--- src/rtl/core/pptp_pkg.sv ---
// ----------------------------------------------------------------------------
// pptp_pkg
// Shared types and constants of the path pointer token parser.
// ----------------------------------------------------------------------------
package pptp_pkg;

  // Width of the index accumulator; a segment above 2^IndexBits - 1 is no index.
  localparam int unsigned IndexBits = 32;

  localparam logic [7:0] CharSlash = 8'h2F;  // '/'
  localparam logic [7:0] CharTilde = 8'h7E;  // '~'
  localparam logic [7:0] CharZero  = 8'h30;  // '0'
  localparam logic [7:0] CharOne   = 8'h31;  // '1'
  localparam logic [7:0] CharNine  = 8'h39;  // '9'
  localparam logic [3:0] Radix     = 4'd10;

  typedef enum logic [1:0] {
    KIND_CHAR = 2'd0,
    KIND_SEG  = 2'd1,
    KIND_ERR  = 2'd2
  } kind_e;

  typedef struct packed {
    logic       has_char;
    logic [7:0] char_in;
    logic       end_of_path;
  } in_t;

  typedef struct packed {
    kind_e       result_kind;
    logic [7:0]  char_out;
    logic        is_index;
    logic [31:0] index_value;
    logic        path_done;
    logic        last_of_run;
  } out_t;

  // Classified work for the back end: an optional character or mid-path
  // segment end, followed by an optional path-end result.
  typedef struct packed {
    logic       has_first;
    logic       first_is_seg;
    logic [7:0] chr;
    logic       has_fin;
    logic       fin_err;
  } op_t;

endpackage

--- src/rtl/core/pptp_front.sv ---
// ----------------------------------------------------------------------------
// pptp_front
// Accepts raw path bytes, resolves escapes and slashes, issues back-end ops.
// ----------------------------------------------------------------------------
module pptp_front (
  input  logic          clk_i,
  input  logic          rst_ni,
  input  logic          in_valid_i,
  output logic          in_ready_o,
  input  pptp_pkg::in_t in_req_i,
  output logic          op_valid_o,
  output pptp_pkg::op_t op_o,
  input  logic          op_ready_i
);

  logic start_q, start_d;
  logic esc_q, esc_d;
  logic drop_q, drop_d;
  logic accept;
  pptp_pkg::op_t op;

  assign in_ready_o = op_ready_i;
  assign accept     = in_valid_i && in_ready_o;

  always_comb begin
    logic [7:0] c;
    c       = in_req_i.char_in;
    start_d = start_q;
    esc_d   = esc_q;
    drop_d  = drop_q;
    op      = '0;

    if (in_req_i.has_char && !drop_q) begin
      start_d = 1'b0;
      if (start_q && c == pptp_pkg::CharSlash) begin
        // skip the single leading slash
      end else if (esc_q) begin
        esc_d = 1'b0;
        if (c == pptp_pkg::CharZero) begin
          op.has_first = 1'b1;
          op.chr       = pptp_pkg::CharTilde;
        end else if (c == pptp_pkg::CharOne) begin
          op.has_first = 1'b1;
          op.chr       = pptp_pkg::CharSlash;
        end else begin
          drop_d = 1'b1;
        end
      end else if (c == pptp_pkg::CharSlash) begin
        op.has_first    = 1'b1;
        op.first_is_seg = 1'b1;
      end else if (c == pptp_pkg::CharTilde) begin
        esc_d = 1'b1;
      end else begin
        op.has_first = 1'b1;
        op.chr       = c;
      end
    end

    if (in_req_i.end_of_path) begin
      // an escape still open or a bad escape at path end spoils the path
      if (esc_d || drop_d) begin
        op.has_fin = 1'b1;
        op.fin_err = 1'b1;
      end else if (!start_d) begin
        op.has_fin = 1'b1;
      end
      start_d = 1'b1;
      esc_d   = 1'b0;
      drop_d  = 1'b0;
    end
  end

  assign op_o       = op;
  assign op_valid_o = in_valid_i && (op.has_first || op.has_fin);

  always_ff @(posedge clk_i or negedge rst_ni) begin
    if (!rst_ni) begin
      start_q <= 1'b1;
      esc_q   <= 1'b0;
      drop_q  <= 1'b0;
    end else if (accept) begin
      start_q <= start_d;
      esc_q   <= esc_d;
      drop_q  <= drop_d;
    end
  end

endmodule

--- src/rtl/core/pptp_queue.sv ---
// ----------------------------------------------------------------------------
// pptp_queue
// Two-entry queue of ops between the front and the back end.
// ----------------------------------------------------------------------------
module pptp_queue (
  input  logic          clk_i,
  input  logic          rst_ni,
  input  logic          push_valid_i,
  output logic          push_ready_o,
  input  pptp_pkg::op_t push_op_i,
  output logic          pop_valid_o,
  output pptp_pkg::op_t pop_op_o,
  input  logic          pop_ready_i
);

  pptp_pkg::op_t slot_q [2];
  logic       wr_ptr_q, rd_ptr_q;
  logic [1:0] count_q;
  logic       push, pop;

  assign push_ready_o = (count_q != 2'd2);
  assign pop_valid_o  = (count_q != 2'd0);
  assign pop_op_o     = slot_q[rd_ptr_q];
  assign push         = push_valid_i && push_ready_o;
  assign pop          = pop_valid_o && pop_ready_i;

  always_ff @(posedge clk_i) begin
    if (push) begin
      slot_q[wr_ptr_q] <= push_op_i;
    end
  end

  always_ff @(posedge clk_i or negedge rst_ni) begin
    if (!rst_ni) begin
      wr_ptr_q <= 1'b0;
      rd_ptr_q <= 1'b0;
      count_q  <= 2'd0;
    end else begin
      if (push) begin
        wr_ptr_q <= ~wr_ptr_q;
      end
      if (pop) begin
        rd_ptr_q <= ~rd_ptr_q;
      end
      if (push && !pop) begin
        count_q <= count_q + 2'd1;
      end else if (pop && !push) begin
        count_q <= count_q - 2'd1;
      end
    end
  end

endmodule

--- src/rtl/core/pptp_back.sv ---
// ----------------------------------------------------------------------------
// pptp_back
// Executes ops: tracks segment index state and drives the result register.
// ----------------------------------------------------------------------------
module pptp_back (
  input  logic           clk_i,
  input  logic           rst_ni,
  input  logic           op_valid_i,
  input  pptp_pkg::op_t  op_i,
  output logic           op_ready_o,
  output logic           out_valid_o,
  input  logic           out_ready_i,
  output pptp_pkg::out_t out_req_o
);

  localparam int unsigned AccW = pptp_pkg::IndexBits;

  logic phase_q;
  logic len_nz_q, len_nz_d;
  logic multi_q, multi_d;
  logic lz_q, lz_d;
  logic valid_idx_q, valid_idx_d;
  logic [AccW-1:0] acc_q, acc_d;
  logic out_valid_q;
  pptp_pkg::out_t out_q, res;
  logic load, step, do_first;

  assign load     = !out_valid_q || out_ready_i;
  assign step     = op_valid_i && load;
  assign do_first = !phase_q && op_i.has_first;
  // pop once the last result of the op has gone to the output register
  assign op_ready_o = load && !(do_first && op_i.has_fin);

  always_comb begin
    logic [AccW+3:0] prod;
    logic [3:0]      dig;
    logic            ok;
    logic            is_seg, is_err, done;
    prod        = '0;
    dig         = '0;
    ok          = 1'b0;
    len_nz_d    = len_nz_q;
    multi_d     = multi_q;
    lz_d        = lz_q;
    valid_idx_d = valid_idx_q;
    acc_d       = acc_q;
    res         = '0;

    is_seg = do_first ? op_i.first_is_seg : !op_i.fin_err;
    is_err = !do_first && op_i.fin_err;
    done   = !do_first;
    res.last_of_run = !(do_first && op_i.has_fin);

    if (do_first && !op_i.first_is_seg) begin
      res.result_kind = pptp_pkg::KIND_CHAR;
      res.char_out    = op_i.chr;
      if (!len_nz_q) begin
        lz_d = (op_i.chr == pptp_pkg::CharZero);
      end else begin
        multi_d = 1'b1;
      end
      len_nz_d = 1'b1;
      if (op_i.chr < pptp_pkg::CharZero || op_i.chr > pptp_pkg::CharNine) begin
        valid_idx_d = 1'b0;
        acc_d       = '0;
      end else if (valid_idx_q) begin
        dig  = 4'(op_i.chr - pptp_pkg::CharZero);
        // times ten as two shifts and an add; the top bits flag overflow
        prod = ({4'd0, acc_q} << 3) + ({4'd0, acc_q} << 1) + (AccW + 4)'(dig);
        if (|prod[AccW+3:AccW]) begin
          valid_idx_d = 1'b0;
          acc_d       = '0;
        end else begin
          acc_d = prod[AccW-1:0];
        end
      end
    end else begin
      if (is_err) begin
        res.result_kind = pptp_pkg::KIND_ERR;
      end else if (is_seg) begin
        ok = len_nz_q && valid_idx_q && !(lz_q && multi_q);
        res.result_kind = pptp_pkg::KIND_SEG;
        res.is_index    = ok;
        res.index_value = ok ? 32'(acc_q) : 32'd0;
      end
      res.path_done = done;
      // segment end or path end: start a fresh segment
      len_nz_d    = 1'b0;
      multi_d     = 1'b0;
      lz_d        = 1'b0;
      valid_idx_d = 1'b1;
      acc_d       = '0;
    end
  end

  always_ff @(posedge clk_i) begin
    if (step) begin
      out_q <= res;
    end
  end

  always_ff @(posedge clk_i or negedge rst_ni) begin
    if (!rst_ni) begin
      phase_q     <= 1'b0;
      out_valid_q <= 1'b0;
      len_nz_q    <= 1'b0;
      multi_q     <= 1'b0;
      lz_q        <= 1'b0;
      valid_idx_q <= 1'b1;
      acc_q       <= '0;
    end else begin
      if (load) begin
        out_valid_q <= op_valid_i;
      end
      if (step) begin
        phase_q     <= do_first && op_i.has_fin;
        len_nz_q    <= len_nz_d;
        multi_q     <= multi_d;
        lz_q        <= lz_d;
        valid_idx_q <= valid_idx_d;
        acc_q       <= acc_d;
      end
    end
  end

  assign out_valid_o = out_valid_q;
  assign out_req_o   = out_q;

endmodule

--- src/rtl/core/path_pointer_token_parser_core.sv ---
// ----------------------------------------------------------------------------
// path_pointer_token_parser_core
// Splits a byte-serial path into unescaped characters and segment ends.
// ----------------------------------------------------------------------------
// Usage:
//   Input channel (in_valid_i / in_ready_o / in_req_i) takes one request per
//   cycle while in_ready_o is high: an optional path byte plus an end-of-path
//   flag. Output channel (out_valid_o / out_ready_i / out_req_o) returns zero,
//   one or two results per request; last_of_run marks the final result of a
//   request. Path: when the output is free, each op is written into the op
//   queue and then into the output register, which drives out_valid_o.
//   Throughput: one request per cycle while the receiver keeps up, as long as
//   each gives at most one result; a request with two results holds the single
//   output register for both in turn, and the two-entry op queue between
//   front and back end absorbs the difference.
//   Receiver stall: the output register holds its result, the back end stops,
//   the queue fills, and in_ready_o drops once the queue is full.
//   Reset: all state returns to the start of a path; no result is pending.
//   Characters already emitted for a segment of a path that ends in an error
//   result must be discarded by the receiver.
// ----------------------------------------------------------------------------
module path_pointer_token_parser_core (
  input  logic           clk_i,
  input  logic           rst_ni,
  input  logic           in_valid_i,
  output logic           in_ready_o,
  input  pptp_pkg::in_t  in_req_i,
  output logic           out_valid_o,
  input  logic           out_ready_i,
  output pptp_pkg::out_t out_req_o
);

  logic          fq_valid, fq_ready;
  pptp_pkg::op_t fq_op;
  logic          qb_valid, qb_ready;
  pptp_pkg::op_t qb_op;

  // Front: classify bytes, track slash/escape/drop state, push ops.
  pptp_front u_front (
    .clk_i      (clk_i),
    .rst_ni     (rst_ni),
    .in_valid_i (in_valid_i),
    .in_ready_o (in_ready_o),
    .in_req_i   (in_req_i),
    .op_valid_o (fq_valid),
    .op_o       (fq_op),
    .op_ready_i (fq_ready)
  );

  // Decouple: hold ops while the back end waits on the receiver.
  pptp_queue u_queue (
    .clk_i        (clk_i),
    .rst_ni       (rst_ni),
    .push_valid_i (fq_valid),
    .push_ready_o (fq_ready),
    .push_op_i    (fq_op),
    .pop_valid_o  (qb_valid),
    .pop_op_o     (qb_op),
    .pop_ready_i  (qb_ready)
  );

  // Back: advance index state and emit one result per cycle while the receiver takes them.
  pptp_back u_back (
    .clk_i       (clk_i),
    .rst_ni      (rst_ni),
    .op_valid_i  (qb_valid),
    .op_i        (qb_op),
    .op_ready_o  (qb_ready),
    .out_valid_o (out_valid_o),
    .out_ready_i (out_ready_i),
    .out_req_o   (out_req_o)
  );

endmodule
--- config.mk ---
export PLATFORM = sky130hd
export DESIGN_NAME = path_pointer_token_parser_core
export DESIGN_NICKNAME = d
export VERILOG_FILES = /design/src/rtl/core/pptp_pkg.sv /design/src/rtl/core/pptp_front.sv /design/src/rtl/core/pptp_queue.sv /design/src/rtl/core/pptp_back.sv /design/src/rtl/core/path_pointer_token_parser_core.sv
export SDC_FILE = /design/constraint.sdc
export NUM_CORES = 1
export LEC_CHECK = 0
export ABC_AREA = 1
export BUFFER_PORTS_ARGS = -buffer_cell sky130_fd_sc_hd__buf_4
export CORE_MARGIN = 2
export CORE_UTILIZATION = 55
export DETAILED_ROUTE_END_ITERATION = 10
export PLACE_DENSITY = 0.73
export REMOVE_ABC_BUFFERS = 1
export SYNTH_ARGS = -nofsm -noshare
export SYNTH_HDL_FRONTEND = slang
export SYNTH_HIERARCHICAL = 1
export SYNTH_SLANG_ARGS = --single-unit
--- constraint.sdc ---
create_clock -name clk_i -period 4.2 [get_ports clk_i]
set_input_delay 0.42 -clock clk_i [delete_from_list [all_inputs] [get_ports clk_i]]
set_output_delay 0.42 -clock clk_i [all_outputs]
set_load 0.02 [all_outputs]
Yosys cells after proc, flatten, opt, wreduce, memory -nomap -nowiden. Memory sizes are Yosys's and may differ from the RTL's. Index checks and enable logic that the tools add are counted. Widths: inputs -> output; s select.

Add/sub/neg operators: 5. $mul: 0. Div/mod/pow operators: 0. $lt $le $gt $ge: 2. Equality and inequality tests: 9. Shift operators: 0. Multiplexer cells: 52. Bitwise gates (word level): 4. Reductions and logical operators: 40.

Operator list (count): $mux 32 (4); $mux 1 (37); $add 35x33->36 (1); $add 36x4->36 (1); $eq 8x6->1 const B (4); $mux 8 (4); $mux 10 (2); $logic_and 1x1->1 (17); $logic_not 1->1 (10); $eq 8x7->1 const B (1); $gt 8x6->1 const B (1); $lt 8x6->1 const B (1); $mux 2 (4); $reduce_or 4->1 (2); $mux 6 (1); $reduce_and 2->1 (3); $logic_or 1x1->1 (4); $ne 2x2->1 const B (2); $not 1->1 (4); $reduce_bool 2->1 (2); $sub 4x1->4 const B (1); $ne 3x2->1 const B (1); $reduce_or 3->1 (1); $add 2x1->2 const B (1); other kinds (3) (3).

Register bits: 90. Bits in latches: 0. Memory bits (writable): 24. ROM bits: 0. Input port bits: 14. Memories kept: 1.

Memory list: u_queue.slot_q (words 2, bits a word 12, rd ports 1, clocked after Yosys merged registers in 0, write ports 1, RTL line pptp_queue.sv:16) `pptp_pkg::op_t slot_q [2];`.

Depth between registers and ports, before layout.
Word-level depth: 16. Mapped depth: 23. Depth with buffers taken out: 21.

By module. Netlist, hierarchy kept.

By module, submodules not included: pptp_back (times used 1, cells each 741, area each 5920.7 um^2, sequential area each 2303.5 um^2); pptp_queue (times used 1, cells each 91, area each 1119.8 um^2, sequential area each 820.8 um^2); pptp_front (times used 1, cells each 85, area each 494.2 um^2, sequential area each 76.3 um^2).

Least setup slack after synthesis. No wires, ideal clock.

Kind: flip-flop to flip-flop. Start: register u_queue.rd_ptr_q. End: register u_back.acc_q[3]. Library setup time: 0.074 ns. Data arrival time: 2.898 ns. Setup slack: 1.228 ns. Cell stages (with the launch flop): 21. Path buffers: 2. Period minus slack after synthesis: 2.972 ns. Cells stage by stage: dfrtp_1 > buf_4 > nand2_1 > nand2_1 > inv_1 > fa_1 > fa_1 > inv_1 > nand2_1 > nand2_1 > nand3_1 > nand2_1 > nand2_1 > nand2_2 > nand2_1 > nand3_1 > nand2_1 > nor2_4 > nand3_4 > buf_6 > o21ai_2.

RTL lines: start: declaration (RTL line pptp_queue.sv:17) `logic wr_ptr_q, rd_ptr_q;`; start signal: assignment (RTL line pptp_queue.sv:43) `rd_ptr_q <= ~rd_ptr_q;`; end signal: assignment (RTL line pptp_back.sv:110) `acc_q <= '0;`; end signal: assignment (RTL line pptp_back.sv:121) `acc_q <= acc_d;`; end: declaration (RTL line pptp_back.sv:23) `logic [AccW-1:0] acc_q, acc_d;`.

==> impl_metrics.json <==
{
  "slowest_stage": "fa_1",
  "netlist_instances": 917,
  "synthMuxAreaShare": 0,
  "cts-resized-gates": 0,
  "fin_crit_ns": 3.60,
  "die_h_um": 121,
  "cts_buffer_depth": 2,
  "worstPathCellList": "inv_2, nand2_1, nand2_1, inv_1, fa_1, fa_1, inv_1, nand2_1, nand2_1, nand3_1, nand2_1, nand2_1, nand2_2, nand2_1, nand3_1, nand2_1, nor2_4, nand3_4, buf_12, o21ai_2",
  "crit_top_cell": "nand2_1",
  "worst_pin_slew_ns": 1.02,
  "synth.distinct_cells": 42,
  "setup_viol": 0,
  "cp-start-kind": "flip-flop",
  "fillers": 1135,
  "post-route-period-util": 0.856,
  "htreeDepth": 4,
  "rsz0062_at_grt": "no",
  "num-nets-final": 1066,
  "clock_sinks": 114,
  "diodes": 0,
  "vdd_ir_drop_max_mv": 0.397,
  "synth_common_cells": "nand2_1, inv_1, nor2_1",
  "cts_tree": "done",
  "worstSetupEndpointType": "flip-flop",
  "maxSlewHeadroom": 0.320,
  "synth_most_common_cell": "nand2_1",
  "core.rowCount": 42,
  "initial_core_util": 0.567,
  "wire_per_inst_um": 14.2,
  "viasPerCell": 5.03,
  "yosysTopAreaCell": "edfxtp_1",
  "placed_area_um2": 8170,
  "die_w_um": 121,
  "async_flop_share": 0.395,
  "finalInstanceArea_um2": 8740,
  "grt_pass1_wl_um": 28000,
  "drt_iter0_markers": 342,
  "skew_ns": 0.00834,
  "cts-root-buf": "clkbuf_16",
  "synthTopCellsByArea": "edfxtp_1, dfrtp_1, nand2_1",
  "synthSimpleGateAreaFrac": 0.250,
  "place_congestion": 0.911,
  "grt_use_total": 0.247,
  "syn_to_final_growth_pct": 16.0,
  "leakagePower_nw": 4.30,
  "hold_class": "input pin to asynchronous set/reset pin",
  "drive_above_1_share": 0.187,
  "maxSlewViolCount": 0,
  "critPathMaxStageDelay_ns": 0.53,
  "arrival_ns": 3.95,
  "synth_top_area_frac": 0.275,
  "cp_max_fo": 24,
  "ys_seq_area_frac": 0.425,
  "maxCapViolCount": 0,
  "critPathKind": "flip-flop to flip-flop",
  "worst_skew_pair.late_latency_ns": 0.43,
  "die_area_um2": 14700,
  "drc": 0,
  "ant_nets": 0,
  "grt_remaining_overflow": 0,
  "cts.reportedPaths.clkPinSlew_ns": 0.06,
  "antenna_found_initial": 0,
  "grt_max_degree": 48,
  "route.vias.total": 5912,
  "synth_edf_count": 69,
  "totalWireLength_um": 16700,
  "io_buffers": 60,
  "required_ns": 4.55,
  "power_density_nw_per_um2": 503,
  "synth_compound_area_frac": 0.0948,
  "synth-main-ff-cell": "edfxtp_1",
  "cp_top_family": "simple AND/OR/NAND/NOR gates",
  "synth_xor_area_frac": 0.0324,
  "core_area_um2": 13300,
  "cts_buffers": 17,
  "setup-tns-final_ns": 0,
  "cp_num_buf_inv": 4,
  "firstDrtPassIters": 5,
  "hold_buffers": 0,
  "yosysWarningCount": 6,
  "syn_area_per_cell_um2": 8.22,
  "synth_top_family_by_area": "simple AND/OR/NAND/NOR gates",
  "synthAdderAreaFrac": 0.112,
  "hpwl_um": 12300,
  "max_freq_mhz": 278,
  "hold_violations": 0,
  "grt_pass1_vias": 5828,
  "postCtsSetupBuffers": 0,
  "netlist_area_um2": 7530,
  "synth_seq_cells": 114,
  "top_level_ports": 61,
  "outcome": "complete, no violations"
}
==> sequential cells by signal, summed over array words and instances, names as in the netlist <==
signal	cells
u_back/out_req_o	45
u_back/acc_q	32
u_queue/slot_q	24
u_queue/count_q	2
u_back/len_nz_q	1
u_back/lz_q	1
u_back/multi_q	1
u_back/out_valid_o	1
u_back/phase_q	1
u_back/valid_idx_q	1
u_front/drop_q	1
u_front/esc_q	1
u_front/start_q	1
u_queue/rd_ptr_q	1
u_queue/wr_ptr_q	1
==> power breakdown <==
part | switching, mW | leakage, nW | internal, mW | total (mW)
clock | 0.569 | 0.272 | 0.804 | 1.37
combinational | 0.908 | 2.73 | 0.432 | 1.34
sequential | 0.123 | 1.29 | 1.56 | 1.69
==> routing by layer <==
metal  wire length [um]  part of all wire  track usage
met4                348             0.021       0.0850
met2               8080              0.48        0.411
met5                  0                 0            0
met3                701             0.042       0.0592
met1               7530              0.45        0.317
==> cell type report <==
type,count,area (um^2),share of cell area
Clock inverter,14,121,0.0139
Clock buffer,18,450,0.0515
Inverter,149,559,0.0640
Multi-Input combinational cell,640,3700,0.423
Tap cell,176,220,0.0252
Timing Repair Buffer,64,493,0.0564
Sequential cell,114,3200,0.366
==> path summary, 6_finish.rpt <==
kind / end / startpoint / slack, ns / depth (start not counted)
setup / recovery: u_back/acc_q[27]$_DFFE_PN0P_ / u_queue/rd_ptr_q$_DFFE_PN0P_ / 0.60 / 20
hold / removal: u_back/acc_q[15]$_DFFE_PN0P_ / rst_ni / 0.02 / 1
setup reg to reg: u_back/acc_q[27]$_DFFE_PN0P_ / u_queue/rd_ptr_q$_DFFE_PN0P_ / 0.60 / 20
hold reg to reg: u_back/len_nz_q$_DFFE_PN0P_ / u_back/len_nz_q$_DFFE_PN0P_ / 0.48 / 2
max in group asynchronous: u_back/acc_q[31]$_DFFE_PN0P_ / rst_ni / 3.76 / 1
min in group clk_i: u_front/start_q$_DFFE_PN1P_ / in_valid_i / 0.31 / 3
==> cells in the final DEF (no fill, tap or decap), drive strengths merged, types with 2 or more instances in the layout <==
master	instances
a21boi	2
a21o	2
a21oi	42
a31oi	3
buf	64
clkbuf	18
clkinv	5
clkinvlp	3
dfrtp	43
dfstp	2
edfxtp	69
fa	2
ha	64
inv	155
nand2	284
nand3	26
nand4	3
nor2	114
nor3	12
nor4	2
o21ai	43
o21bai	5
o31ai	2
xnor2	14
xor2	13
==> per-stage QoR <==
stage	hold WS, ns	total power [mW]	util	setup WS, ns	cells
after floorplan	0.124	2.49	-	0.845	903
after global placement	0.467	3.02	0.615	0.713	1143
after detailed placement	0.473	3.05	0.615	0.603	1143
after CTS	0.0320	4.45	0.658	0.592	1175
after global routing	0.0634	4.64	0.658	0.251	1175
final	0.0168	4.40	0.658	0.603	1175
==> kinds of logic (layout without fill, tap and decap cells) <==
family / after synthesis / in the layout
DFF: 114 / 114
AOI/OAI and AO/OA: 105 / 105
and+or+nand+nor: 442 / 442
adders and majority gates: 66 / 66
xor gates and xnor gates: 27 / 27
buffers and inverters: 163 / 245
==> worst reg2reg max path, cell delays in order (launching register included) <==
cell and delay [ns]:
dfrtp_1 0.52, inv_2 0.25, nand2_1 0.08, nand2_1 0.06
inv_1 0.09, fa_1 0.53, fa_1 0.47, inv_1 0.07
nand2_1 0.04, nand2_1 0.09, nand3_1 0.07, nand2_1 0.12
nand2_1 0.08, nand2_2 0.12, nand2_1 0.08, nand3_1 0.07
nand2_1 0.09, nor2_4 0.14, nand3_4 0.17, buf_12 0.24
o21ai_2 0.16
Power figures use the tool's default switching activity.
